## src/design/sha1_digest_defines.svh

```systemverilog
// ----------------------------------------------------------------------------
// sha1_digest_defines : assertion macros for the sha1 digest block
// the including module provides clk and rst_n
// ----------------------------------------------------------------------------
`ifndef SHA1_DIGEST_DEFINES_SVH
`define SHA1_DIGEST_DEFINES_SVH

// same-cycle implication, disabled in reset
`define SHA1_ASSERT_IMP(name, ante, cons, msg) \
  name: assert property (@(posedge clk) disable iff (!rst_n) (ante) |-> (cons)) \
    else $error(msg);

// next-cycle implication, disabled in reset
`define SHA1_ASSERT_NXT(name, ante, cons, msg) \
  name: assert property (@(posedge clk) disable iff (!rst_n) (ante) |=> (cons)) \
    else $error(msg);

`endif

```

## src/design/sha1_pkg.sv

```systemverilog
// ----------------------------------------------------------------------------
// sha1_pkg
// shared types, constants and the final-word padding function
// ----------------------------------------------------------------------------
`default_nettype none

package sha1_pkg;

  localparam int unsigned BufDepth  = 16;
  localparam int unsigned HashWords = 5;

  typedef logic [31:0] word_t;
  typedef logic [3:0]  bidx_t;
  typedef logic [2:0]  hidx_t;

  localparam word_t PAD_MARK = 32'h8000_0000;

  // block buffer write port
  typedef struct packed {
    logic  we;
    bidx_t addr;
    word_t data;
  } sha1_bwr_t;

  // compression command from the sequencer
  typedef struct packed {
    logic start;
    logic final_blk;
  } sha1_cmd_t;

  // compression engine status
  typedef struct packed {
    logic busy;
    logic done;
  } sha1_sts_t;

  // digest word written back on the last compression of a message
  typedef struct packed {
    logic  we;
    hidx_t idx;
    word_t data;
  } sha1_dig_t;

  // keep valid top bytes, 0x80 marker right after; cnt 4 to 7 leaves w as is
  function automatic word_t pad_word(input word_t w, input logic [2:0] cnt);
    word_t r;
    case (cnt)
      3'd0:    r = PAD_MARK;
      3'd1:    r = {w[31:24], 24'h80_0000};
      3'd2:    r = {w[31:16], 16'h8000};
      3'd3:    r = {w[31:8], 8'h80};
      default: r = w;
    endcase
    return r;
  endfunction

endpackage

`default_nettype wire

```

## src/design/sha1_bufmem.sv

```systemverilog
// ----------------------------------------------------------------------------
// sha1_bufmem
// 16 x 32 message block memory, one write port, one registered read port
// ----------------------------------------------------------------------------
`default_nettype none

module sha1_bufmem (
  input  wire logic               clk,
  input  wire sha1_pkg::sha1_bwr_t wr,
  input  wire sha1_pkg::bidx_t    raddr,
  output sha1_pkg::word_t         rdata
);
  import sha1_pkg::*;

  word_t mem [BufDepth];
  word_t rdata_r;

  always_ff @(posedge clk) begin
    if (wr.we) begin
      mem[wr.addr] <= wr.data;
    end
    rdata_r <= mem[raddr];
  end

  assign rdata = rdata_r;

endmodule

`default_nettype wire

```

## src/design/sha1_core.sv

```systemverilog
// ----------------------------------------------------------------------------
// sha1_core
// 80-round compression engine with the chaining value kept in a small memory
// ----------------------------------------------------------------------------
`default_nettype none

module sha1_core (
  input  wire logic               clk,
  input  wire logic               rst_n,
  input  wire sha1_pkg::sha1_cmd_t cmd,
  output sha1_pkg::sha1_sts_t     sts,
  output sha1_pkg::sha1_dig_t     dig,
  output sha1_pkg::bidx_t         buf_raddr,
  input  wire sha1_pkg::word_t    buf_rdata
);
  import sha1_pkg::*;

  typedef enum logic [3:0] {
    P_IDLE  = 4'b0001,
    P_LOAD  = 4'b0010,
    P_ROUND = 4'b0100,
    P_STORE = 4'b1000
  } phase_t;

  localparam logic [6:0] LastStep  = 7'd5;
  localparam logic [6:0] LastRound = 7'd79;

  function automatic word_t iv_word(input hidx_t i);
    word_t r;
    case (i)
      3'd0:    r = 32'h6745_2301;
      3'd1:    r = 32'hefcd_ab89;
      3'd2:    r = 32'h98ba_dcfe;
      3'd3:    r = 32'h1032_5476;
      default: r = 32'hc3d2_e1f0;
    endcase
    return r;
  endfunction

  function automatic word_t round_k(input logic [6:0] r);
    word_t k;
    if (r < 7'd20) begin
      k = 32'h5A82_7999;
    end else if (r < 7'd40) begin
      k = 32'h6ED9_EBA1;
    end else if (r < 7'd60) begin
      k = 32'h8F1B_BCDC;
    end else begin
      k = 32'hCA62_C1D6;
    end
    return k;
  endfunction

  function automatic word_t round_f(input logic [6:0] r, input word_t b, input word_t c,
                                    input word_t d);
    word_t f;
    if (r < 7'd20) begin
      f = (b & c) | (~b & d);
    end else if (r >= 7'd40 && r < 7'd60) begin
      f = (b & c) | (b & d) | (c & d);
    end else begin
      f = b ^ c ^ d;
    end
    return f;
  endfunction

  phase_t     phase_r, phase_nxt;
  logic [6:0] cnt_r, cnt_nxt;
  logic       final_r, final_nxt;
  logic       fresh_r, fresh_nxt;

  word_t hash_mem [HashWords];
  word_t hash_rd_r;
  word_t work_r [HashWords];
  word_t win_r [BufDepth];

  hidx_t hash_raddr;
  hidx_t step_idx;
  word_t hash_q;
  logic  hash_we;
  word_t hash_sum;
  word_t w_cur;
  word_t t_sum;

  // step index trails the read address by one, matching the registered read
  assign step_idx   = cnt_r[2:0] - 3'd1;
  assign hash_raddr = (cnt_r < LastStep) ? cnt_r[2:0] : '0;
  // chaining value reads as the initial value after reset or a final write-back
  assign hash_q     = fresh_r ? iv_word(step_idx) : hash_rd_r;
  assign hash_sum   = hash_q + work_r[step_idx];
  assign hash_we    = (phase_r == P_STORE) && (cnt_r != '0);

  assign buf_raddr  = (phase_r == P_ROUND) ? (cnt_r[3:0] + 4'd1) : '0;

  // schedule: first 16 words from the buffer, then expanded from the window
  always_comb begin
    if (cnt_r < 7'd16) begin
      w_cur = buf_rdata;
    end else begin
      w_cur = win_r[2] ^ win_r[7] ^ win_r[13] ^ win_r[15];
      w_cur = {w_cur[30:0], w_cur[31]};
    end
  end

  assign t_sum = {work_r[0][26:0], work_r[0][31:27]}
               + round_f(cnt_r, work_r[1], work_r[2], work_r[3])
               + work_r[4] + w_cur + round_k(cnt_r);

  always_comb begin
    phase_nxt = phase_r;
    cnt_nxt   = cnt_r;
    final_nxt = final_r;
    fresh_nxt = fresh_r;
    case (phase_r)
      P_IDLE: begin
        if (cmd.start) begin
          phase_nxt = P_LOAD;
          cnt_nxt   = '0;
          final_nxt = cmd.final_blk;
        end
      end
      P_LOAD: begin
        if (cnt_r == LastStep) begin
          phase_nxt = P_ROUND;
          cnt_nxt   = '0;
        end else begin
          cnt_nxt = cnt_r + 7'd1;
        end
      end
      P_ROUND: begin
        if (cnt_r == LastRound) begin
          phase_nxt = P_STORE;
          cnt_nxt   = '0;
        end else begin
          cnt_nxt = cnt_r + 7'd1;
        end
      end
      P_STORE: begin
        if (cnt_r == LastStep) begin
          phase_nxt = P_IDLE;
          cnt_nxt   = '0;
          fresh_nxt = final_r;
        end else begin
          cnt_nxt = cnt_r + 7'd1;
        end
      end
      default: begin
        phase_nxt = P_IDLE;
        cnt_nxt   = '0;
      end
    endcase
  end

  always_ff @(posedge clk) begin
    if (!rst_n) begin
      phase_r <= P_IDLE;
      cnt_r   <= '0;
      final_r <= 1'b0;
      fresh_r <= 1'b1;
    end else begin
      phase_r <= phase_nxt;
      cnt_r   <= cnt_nxt;
      final_r <= final_nxt;
      fresh_r <= fresh_nxt;
    end
  end

  // chaining value memory: read-modify-write, entry j written while j+1 is read
  always_ff @(posedge clk) begin
    if (hash_we) begin
      hash_mem[step_idx] <= hash_sum;
    end
    hash_rd_r <= hash_mem[hash_raddr];
  end

  // working registers a..e and the schedule window
  always_ff @(posedge clk) begin
    if (phase_r == P_LOAD && cnt_r != '0) begin
      work_r[step_idx] <= hash_q;
    end else if (phase_r == P_ROUND) begin
      work_r[0] <= t_sum;
      work_r[1] <= work_r[0];
      work_r[2] <= {work_r[1][1:0], work_r[1][31:2]};
      work_r[3] <= work_r[2];
      work_r[4] <= work_r[3];
      win_r[0]  <= w_cur;
      for (int i = 1; i < BufDepth; i++) begin
        win_r[i] <= win_r[i-1];
      end
    end
  end

  assign sts.busy  = (phase_r != P_IDLE);
  assign sts.done  = (phase_r == P_STORE) && (cnt_r == LastStep);
  assign dig.we    = hash_we && final_r;
  assign dig.idx   = step_idx;
  assign dig.data  = hash_sum;

endmodule

`default_nettype wire

```

## src/design/sha1_digest.sv

```systemverilog
// sha1_digest: ordinary item goes straight into the block buffer; every 16th word starts a compression
// with ready low while the engine loads the chaining value, runs 80 rounds, writes back
// final item: 2 to 18 padding writes, one or two compressions, then five digest
// items at one per cycle while out_ready is high, from an output buffer;
// non-final items of the next message are taken while the digest drains
// reset: synchronous, active low; chaining value reads as the initial value, no clearing pass
// ----------------------------------------------------------------------------
// sha1_digest
// sha1 hash over one message per run, big-endian 32-bit words in, 5 words out
// ----------------------------------------------------------------------------
`default_nettype none

`include "sha1_digest_defines.svh"

module sha1_digest (
  input  wire logic        clk,
  input  wire logic        rst_n,
  input  wire logic        in_valid,
  output logic             in_ready,
  input  wire logic [31:0] in_data_word,
  input  wire logic [2:0]  in_byte_count,
  input  wire logic        in_last,
  output logic             out_valid,
  input  wire logic        out_ready,
  output logic [31:0]      out_digest_word,
  output logic [2:0]       out_word_index,
  output logic             out_last_word
);
  import sha1_pkg::*;

  // sequencer states: taking words, writing padding, waiting on compression
  typedef enum logic [2:0] {
    S_IDLE = 3'b001,
    S_PAD  = 3'b010,
    S_HASH = 3'b100
  } st_t;

  localparam bidx_t LenHiIdx = 4'd14;
  localparam bidx_t LastIdx  = 4'd15;
  localparam hidx_t LastDig  = 3'd4;

  st_t         state_r, state_nxt;
  bidx_t       idx_r, idx_nxt;          // next free buffer entry
  logic [63:0] bit_len_r, bit_len_nxt;  // message length in bits
  logic        pad_r, pad_nxt;          // message end seen, padding running
  logic        mark_r, mark_nxt;        // 0x80 marker still to be written
  logic        two_r, two_nxt;          // length goes into the following block
  logic        len_r, len_nxt;          // length written, next compression is the last
  logic        out_busy_r, out_busy_nxt;
  hidx_t       out_idx_r, out_idx_nxt;
  word_t       dig_r [HashWords];

  sha1_bwr_t   buf_wr;
  bidx_t       buf_raddr;
  word_t       buf_rdata;
  sha1_cmd_t   core_cmd;
  sha1_sts_t   core_sts;
  sha1_dig_t   core_dig;

  logic        in_acc;
  logic        out_acc;
  logic [2:0]  cnt_sat;

  // a final item waits until the previous digest has drained
  assign in_ready = (state_r == S_IDLE) && !(in_last && out_busy_r);
  assign in_acc   = in_valid && in_ready;
  assign out_acc  = out_valid && out_ready;

  // byte counts above four on the final item count as four
  assign cnt_sat  = (in_byte_count > 3'd4) ? 3'd4 : in_byte_count;

  always_comb begin
    state_nxt    = state_r;
    idx_nxt      = idx_r;
    bit_len_nxt  = bit_len_r;
    pad_nxt      = pad_r;
    mark_nxt     = mark_r;
    two_nxt      = two_r;
    len_nxt      = len_r;
    buf_wr.we    = 1'b0;
    buf_wr.addr  = idx_r;
    buf_wr.data  = in_data_word;
    core_cmd.start     = 1'b0;
    core_cmd.final_blk = 1'b0;

    case (state_r)
      S_IDLE: begin
        if (in_acc) begin
          buf_wr.we = 1'b1;
          idx_nxt   = idx_r + 4'd1;
          if (!in_last) begin
            // ordinary word: always four bytes
            bit_len_nxt = bit_len_r + 64'd32;
          end else begin
            bit_len_nxt = bit_len_r + {58'd0, cnt_sat, 3'd0};
            buf_wr.data = pad_word(in_data_word, cnt_sat);
            pad_nxt     = 1'b1;
            len_nxt     = 1'b0;
            // full final word pushes the marker into the next entry
            mark_nxt    = (cnt_sat == 3'd4);
            two_nxt     = (cnt_sat != 3'd4) && (idx_r == LenHiIdx);
            state_nxt   = S_PAD;
          end
          if (idx_r == LastIdx) begin
            // block full: compress before anything else
            two_nxt        = 1'b0;
            core_cmd.start = 1'b1;
            state_nxt      = S_HASH;
          end
        end
      end

      S_PAD: begin
        buf_wr.we = 1'b1;
        idx_nxt   = idx_r + 4'd1;
        if (mark_r) begin
          buf_wr.data = PAD_MARK;
          mark_nxt    = 1'b0;
          two_nxt     = (idx_r == LenHiIdx);
        end else if (idx_r == LenHiIdx && !two_r) begin
          buf_wr.data = bit_len_r[63:32];
        end else if (idx_r == LastIdx && !two_r) begin
          buf_wr.data = bit_len_r[31:0];
          len_nxt     = 1'b1;
        end else begin
          buf_wr.data = '0;
        end
        if (idx_r == LastIdx) begin
          two_nxt            = 1'b0;
          core_cmd.start     = 1'b1;
          core_cmd.final_blk = !mark_r && !two_r;
          state_nxt          = S_HASH;
        end
      end

      S_HASH: begin
        if (core_sts.done) begin
          if (len_r) begin
            // message complete: start over with a zero length
            state_nxt   = S_IDLE;
            pad_nxt     = 1'b0;
            len_nxt     = 1'b0;
            bit_len_nxt = '0;
          end else if (pad_r) begin
            state_nxt = S_PAD;
          end else begin
            state_nxt = S_IDLE;
          end
        end
      end

      default: begin
        state_nxt = S_IDLE;
      end
    endcase
  end

  // digest output buffer drains one word per item
  always_comb begin
    out_busy_nxt = out_busy_r;
    out_idx_nxt  = out_idx_r;
    if (state_r == S_HASH && core_sts.done && len_r) begin
      out_busy_nxt = 1'b1;
      out_idx_nxt  = '0;
    end else if (out_acc) begin
      if (out_idx_r == LastDig) begin
        out_busy_nxt = 1'b0;
      end else begin
        out_idx_nxt = out_idx_r + 3'd1;
      end
    end
  end

  always_ff @(posedge clk) begin
    if (!rst_n) begin
      state_r    <= S_IDLE;
      idx_r      <= '0;
      bit_len_r  <= '0;
      pad_r      <= 1'b0;
      mark_r     <= 1'b0;
      two_r      <= 1'b0;
      len_r      <= 1'b0;
      out_busy_r <= 1'b0;
      out_idx_r  <= '0;
    end else begin
      state_r    <= state_nxt;
      idx_r      <= idx_nxt;
      bit_len_r  <= bit_len_nxt;
      pad_r      <= pad_nxt;
      mark_r     <= mark_nxt;
      two_r      <= two_nxt;
      len_r      <= len_nxt;
      out_busy_r <= out_busy_nxt;
      out_idx_r  <= out_idx_nxt;
    end
  end

  // digest words land here during the last write-back
  always_ff @(posedge clk) begin
    if (core_dig.we) begin
      dig_r[core_dig.idx] <= core_dig.data;
    end
  end

  assign out_valid       = out_busy_r;
  assign out_digest_word = dig_r[out_idx_r];
  assign out_word_index  = out_idx_r;
  assign out_last_word   = (out_idx_r == LastDig);

  sha1_bufmem u_bufmem (
    .clk   (clk),
    .wr    (buf_wr),
    .raddr (buf_raddr),
    .rdata (buf_rdata)
  );

  sha1_core u_core (
    .clk       (clk),
    .rst_n     (rst_n),
    .cmd       (core_cmd),
    .sts       (core_sts),
    .dig       (core_dig),
    .buf_raddr (buf_raddr),
    .buf_rdata (buf_rdata)
  );

  // compression is only started on an idle engine
  `SHA1_ASSERT_IMP(a_start_idle, core_cmd.start, !core_sts.busy, "start while engine busy")
  // digest write-back never overwrites words still draining
  `SHA1_ASSERT_IMP(a_dig_free, core_dig.we, !out_busy_r, "digest overwrite")
  // waiting state always has a running engine
  `SHA1_ASSERT_IMP(a_hash_busy, state_r == S_HASH, core_sts.busy, "wait without engine")
  // output only starts after the length block finished
  `SHA1_ASSERT_IMP(a_out_start, $rose(out_busy_r), $past(core_sts.done && len_r),
                   "digest without final compression")

endmodule

`default_nettype wire

```

## config.mk

```make
export PLATFORM = sky130hd
export DESIGN_NAME = sha1_digest
export DESIGN_NICKNAME = d
export VERILOG_FILES = /design/src/design/sha1_pkg.sv /design/src/design/sha1_bufmem.sv /design/src/design/sha1_core.sv /design/src/design/sha1_digest.sv
export VERILOG_INCLUDE_DIRS = /design/src /design/src/design
export SDC_FILE = /design/constraint.sdc
export NUM_CORES = 2
export LEC_CHECK = 0
export BUFFER_PORTS_ARGS = -buffer_cell sky130_fd_sc_hd__clkbuf_2
export CAP_MARGIN = 20
export CORE_AREA = 2 2 367 369
export CTS_BUF_LIST = sky130_fd_sc_hd__clkbuf_4 sky130_fd_sc_hd__clkbuf_8
export DETAILED_ROUTE_END_ITERATION = 8
export DIE_AREA = 0 0 369 371
export PLACE_DENSITY_LB_ADDON = 0.1
export SKIP_LAST_GASP = 1
export SYNTH_ARGS = -nofsm -noshare
export SYNTH_HDL_FRONTEND = slang
export SYNTH_SLANG_ARGS = --single-unit
```

## constraint.sdc

```tcl
create_clock -name clk -period 43.2 [get_ports clk]
set_input_delay 0 -clock clk [delete_from_list [all_inputs] [get_ports clk]]
set_output_delay 0 -clock clk [all_outputs]
set_load 0.05 [all_outputs]
```

==> flow_metrics.tcl <==
set metrics [dict create \
    leakagePower_nw 28.5 \
    syn_avg_cell_area_um2 14.4 \
    ys_ff_latch 1756 \
    grtUsageTotal 0.266 \
    syn_area_um2 72700 \
    yosys.area.top_type_share 0.660 \
    core_area_um2 133000 \
    clock_latency_ns 0.98 \
    placed_area_um2 75400 \
    outcome "finished clean" \
    critical_path_buf_inv_count 3 \
    end_kind "register" \
    max_stage_delay_ns 0.88 \
    post_drt_wl_per_cell_um 24.9 \
    hold_viol 0 \
    antenna_found_initial 7 \
    cts_tree "done" \
    io_pins 78 \
    max_freq_ghz 0.137 \
    yosysWarnings 0 \
    clkSinkCount 1756 \
    area_growth_pct 12.4 \
    vias_per_cell 5.98 \
    maxCapViolCount 0 \
    critPathSlowestCell "dfxtp_1" \
    postSynth.asyncResetShare 0 \
    fin_ws_ns 35.93 \
    drv_slew 0 \
    synth-main-ff-cell "edfxtp_1" \
    synthTopCellsByArea "edfxtp_1 (66%), dfxtp_1 (4.3%), fa_1 (3.3%)" \
    power_mw 3.87 \
    dp_slack_ns 36.16 \
    worstPathMaxFanout 20 \
    synth_top_area_cell "edfxtp_1" \
    yosysSeqAreaShare 0.703 \
    fin_nets 5593 \
    post_cts_buffers 0 \
    rr_endpoint "dig_r[3][30]$_DFFE_PP_" \
    die_y_um 371 \
    hp-class "input port to register" \
    holdPathStages 4 \
    worstPathArrival_ns 7.89 \
    rows 134 \
    grt_pass1_wl_um 270000 \
    drtAntennaViolNets 0 \
    worst_pin_slew_ns 1.24 \
    port_buffers 77 \
    hold_path_end "mark_r$_SDFFE_PN0P_" \
    synthCells 5067 \
    crit_family "compound AO/OA/AOI/OAI gates" \
    critPathRequiredTime_ns 43.81 \
    setup_viol 0 \
    cts_root_buf "clkbuf_8" \
    place.gp.congestion 0.929 \
    numCtsBuffers 305 \
    via_count 43879 \
    rsz0062_at_grt "no" \
    layout-drive-gt1-share 0.141 \
    min_from "in_last" \
    fin_tns_setup_ns 0 \
    synthDistinctLibCells 78 \
    cp-startpoint "u_core.cnt_r[1]$_SDFFE_PN0N_" \
    period_needed_ns 7.27 \
    die-area_um2 137000 \
    clk_pin_slew_ns 0.06 \
    crit_chain "inv_1 > ha_1 > ha_1 > or3_1 > buf_4 > o22ai_1 > nor4_1 > ha_1 > inv_1 > a21oi_1 > a21oi_2 > o31ai_1 > a221o_1 > a21boi_1 > o31ai_1 > o211ai_1 > xnor2_1" \
    maxSlewHeadroom 0.170 \
    initial_core_util 0.548 \
    grt_pass1_vias 42289 \
    rrSetupSlack_ns 35.93 \
    start_kind "register" \
    fp.dieW_um 369 \
    fillers 10291 \
    peakVddDrop_mv 0.0304 \
    finClkSkew_ns 0.0570 \
    drt_wl_total_um 182000 \
    drc 0 \
    dp_cells 6753 \
    timing.rr.start "u_core.cnt_r[1]$_SDFFE_PN0N_" \
    drtIter0Drc 4603 \
    firstDrtPassIters 7 \
    h-tree-depth 5 \
    fin_area_um2 81800 \
    syn_nets 5318 \
    place_hpwl_um 109000 \
    cts_max_path_buffers 4 \
    grt_overflow 0 \
    path_class "register to register" \
    power_density_nw_per_um2 47.3 \
    worst_path_most_repeated_cell "ha_1" \
    synth_edf_count 1600 \
    r2r_cells 17 \
    grt_max_degree 209 \
    fin_cells 7332 \
    period_share 0.168 \
]
timing repair:
item,in CTS,in global routing
endpoints found under the hold margin,565,0
gates resized for setup,0,0
hold buffers,50,0
layer usage:
| layer | global-route usage | routed length (µm) | share of wire |
|---|---|---|---|
| met5 | 0 | 13 | 0.000071 |
| met4 | 0.103 | 6500 | 0.036 |
| met3 | 0.0616 | 16700 | 0.091 |
| met2 | 0.376 | 77900 | 0.43 |
| met1 | 0.400 | 81200 | 0.45 |
cells in the mapped netlist, types with 99 or more instances:
master and count:
edfxtp_1 1600, nand2_1 507, inv_1 263, nor2_1 226
clkbuf_1 218, a21oi_1 204, o21ai_0 189, dfxtp_1 156
xnor2_1 153, nand3_1 138, fa_1 121, o22ai_1 113
o21a_1 99
worst max path at each step:
stage | end | slack (ns) | depth (start not counted)
after floorplan | u_core.work_r[1][16]$_DFFE_PP_ | 26.74 | 6
after global placement | u_core.work_r[0][30]$_DFFE_PP_ | 36.42 | 21
after detailed placement | dig_r[2][30]$_DFFE_PP_ | 36.16 | 17
after CTS | dig_r[3][30]$_DFFE_PP_ | 36.09 | 17
after global routing | dig_r[3][30]$_DFFE_PP_ | 35.47 | 17
final | dig_r[3][30]$_DFFE_PP_ | 35.93 | 17
placed cells by master (no fill, tap or decap), types with 121 or more instances in the layout:
cell type and count:
clkbuf_8 324, nor2_1 200, fa_1 121, xnor2_1 153, dfxtp_1 154, a21oi_1 204, o21ai_0 184, nand2_1 501
nand3_1 138, edfxtp_1 1600, inv_1 260
cell type report:
type,instances,area (µm²),share of cell area
repair buffers,213,1580,0.0194
flip-flops and latches,1756,51200,0.626
inverters,263,997,0.0122
diodes,2,5.00,0.0000612
well taps,1768,2210,0.0271
clock buffers,417,5160,0.0631
clock inverters,110,643,0.00787
multi-input cells,2803,20000,0.244
state kept, by name, indices dropped and copies added (netlist names), named ones only:
| register | count |
|---|---|
| u_bufmem.mem | 512 |
| u_core.win_r | 512 |
| u_core.work_r | 256 |
| dig_r | 160 |
| u_core.hash_mem | 160 |
| bit_len_r | 61 |
| u_bufmem.rdata | 32 |
| u_core.hash_rd_r | 32 |
| u_core.cnt_r | 7 |
| idx_r | 4 |
| u_core.phase_r | 4 |
| out_word_index | 3 |
| state_r | 3 |
| len_r | 1 |
| mark_r | 1 |
| out_valid | 1 |
| pad_r | 1 |
| two_r | 1 |
| u_core.final_r | 1 |
| u_core.fresh_r | 1 |
where the power goes:
part | leakage, nW | internal, mW | switching, mW
Clock | 3.06 | 0.806 | 0.653
Sequential | 15.9 | 1.90 | 0.0169
Combinational | 9.58 | 0.170 | 0.322
through the flow:
step | hold WS (ns) | util
after floorplan | 0.154 | -
after global placement | 0.309 | 0.568
after detailed placement | 0.316 | 0.568
after CTS | 0.0312 | 0.616
after global routing | 0.142 | 0.616
final | 0.117 | 0.616
logic make-up after synthesis:
group | count (synthesis) | share of synthesized area
compound gates | 1059 | 0.0962
xor+xnor | 206 | 0.0248
fa+ha+maj | 211 | 0.0488
buf+inv | 508 | 0.0263
flops | 1756 | 0.703
mux | 122 | 0.0233
simple gates | 1205 | 0.0772
tightest hold or removal path, cell delays in order:
cell and delay [ns]:
dlygate4sd3_1 0.54, clkbuf_2 0.25, a21oi_1 0.18, nor2_1 0.05
Note: power is estimated with default switching activity, not from simulation.
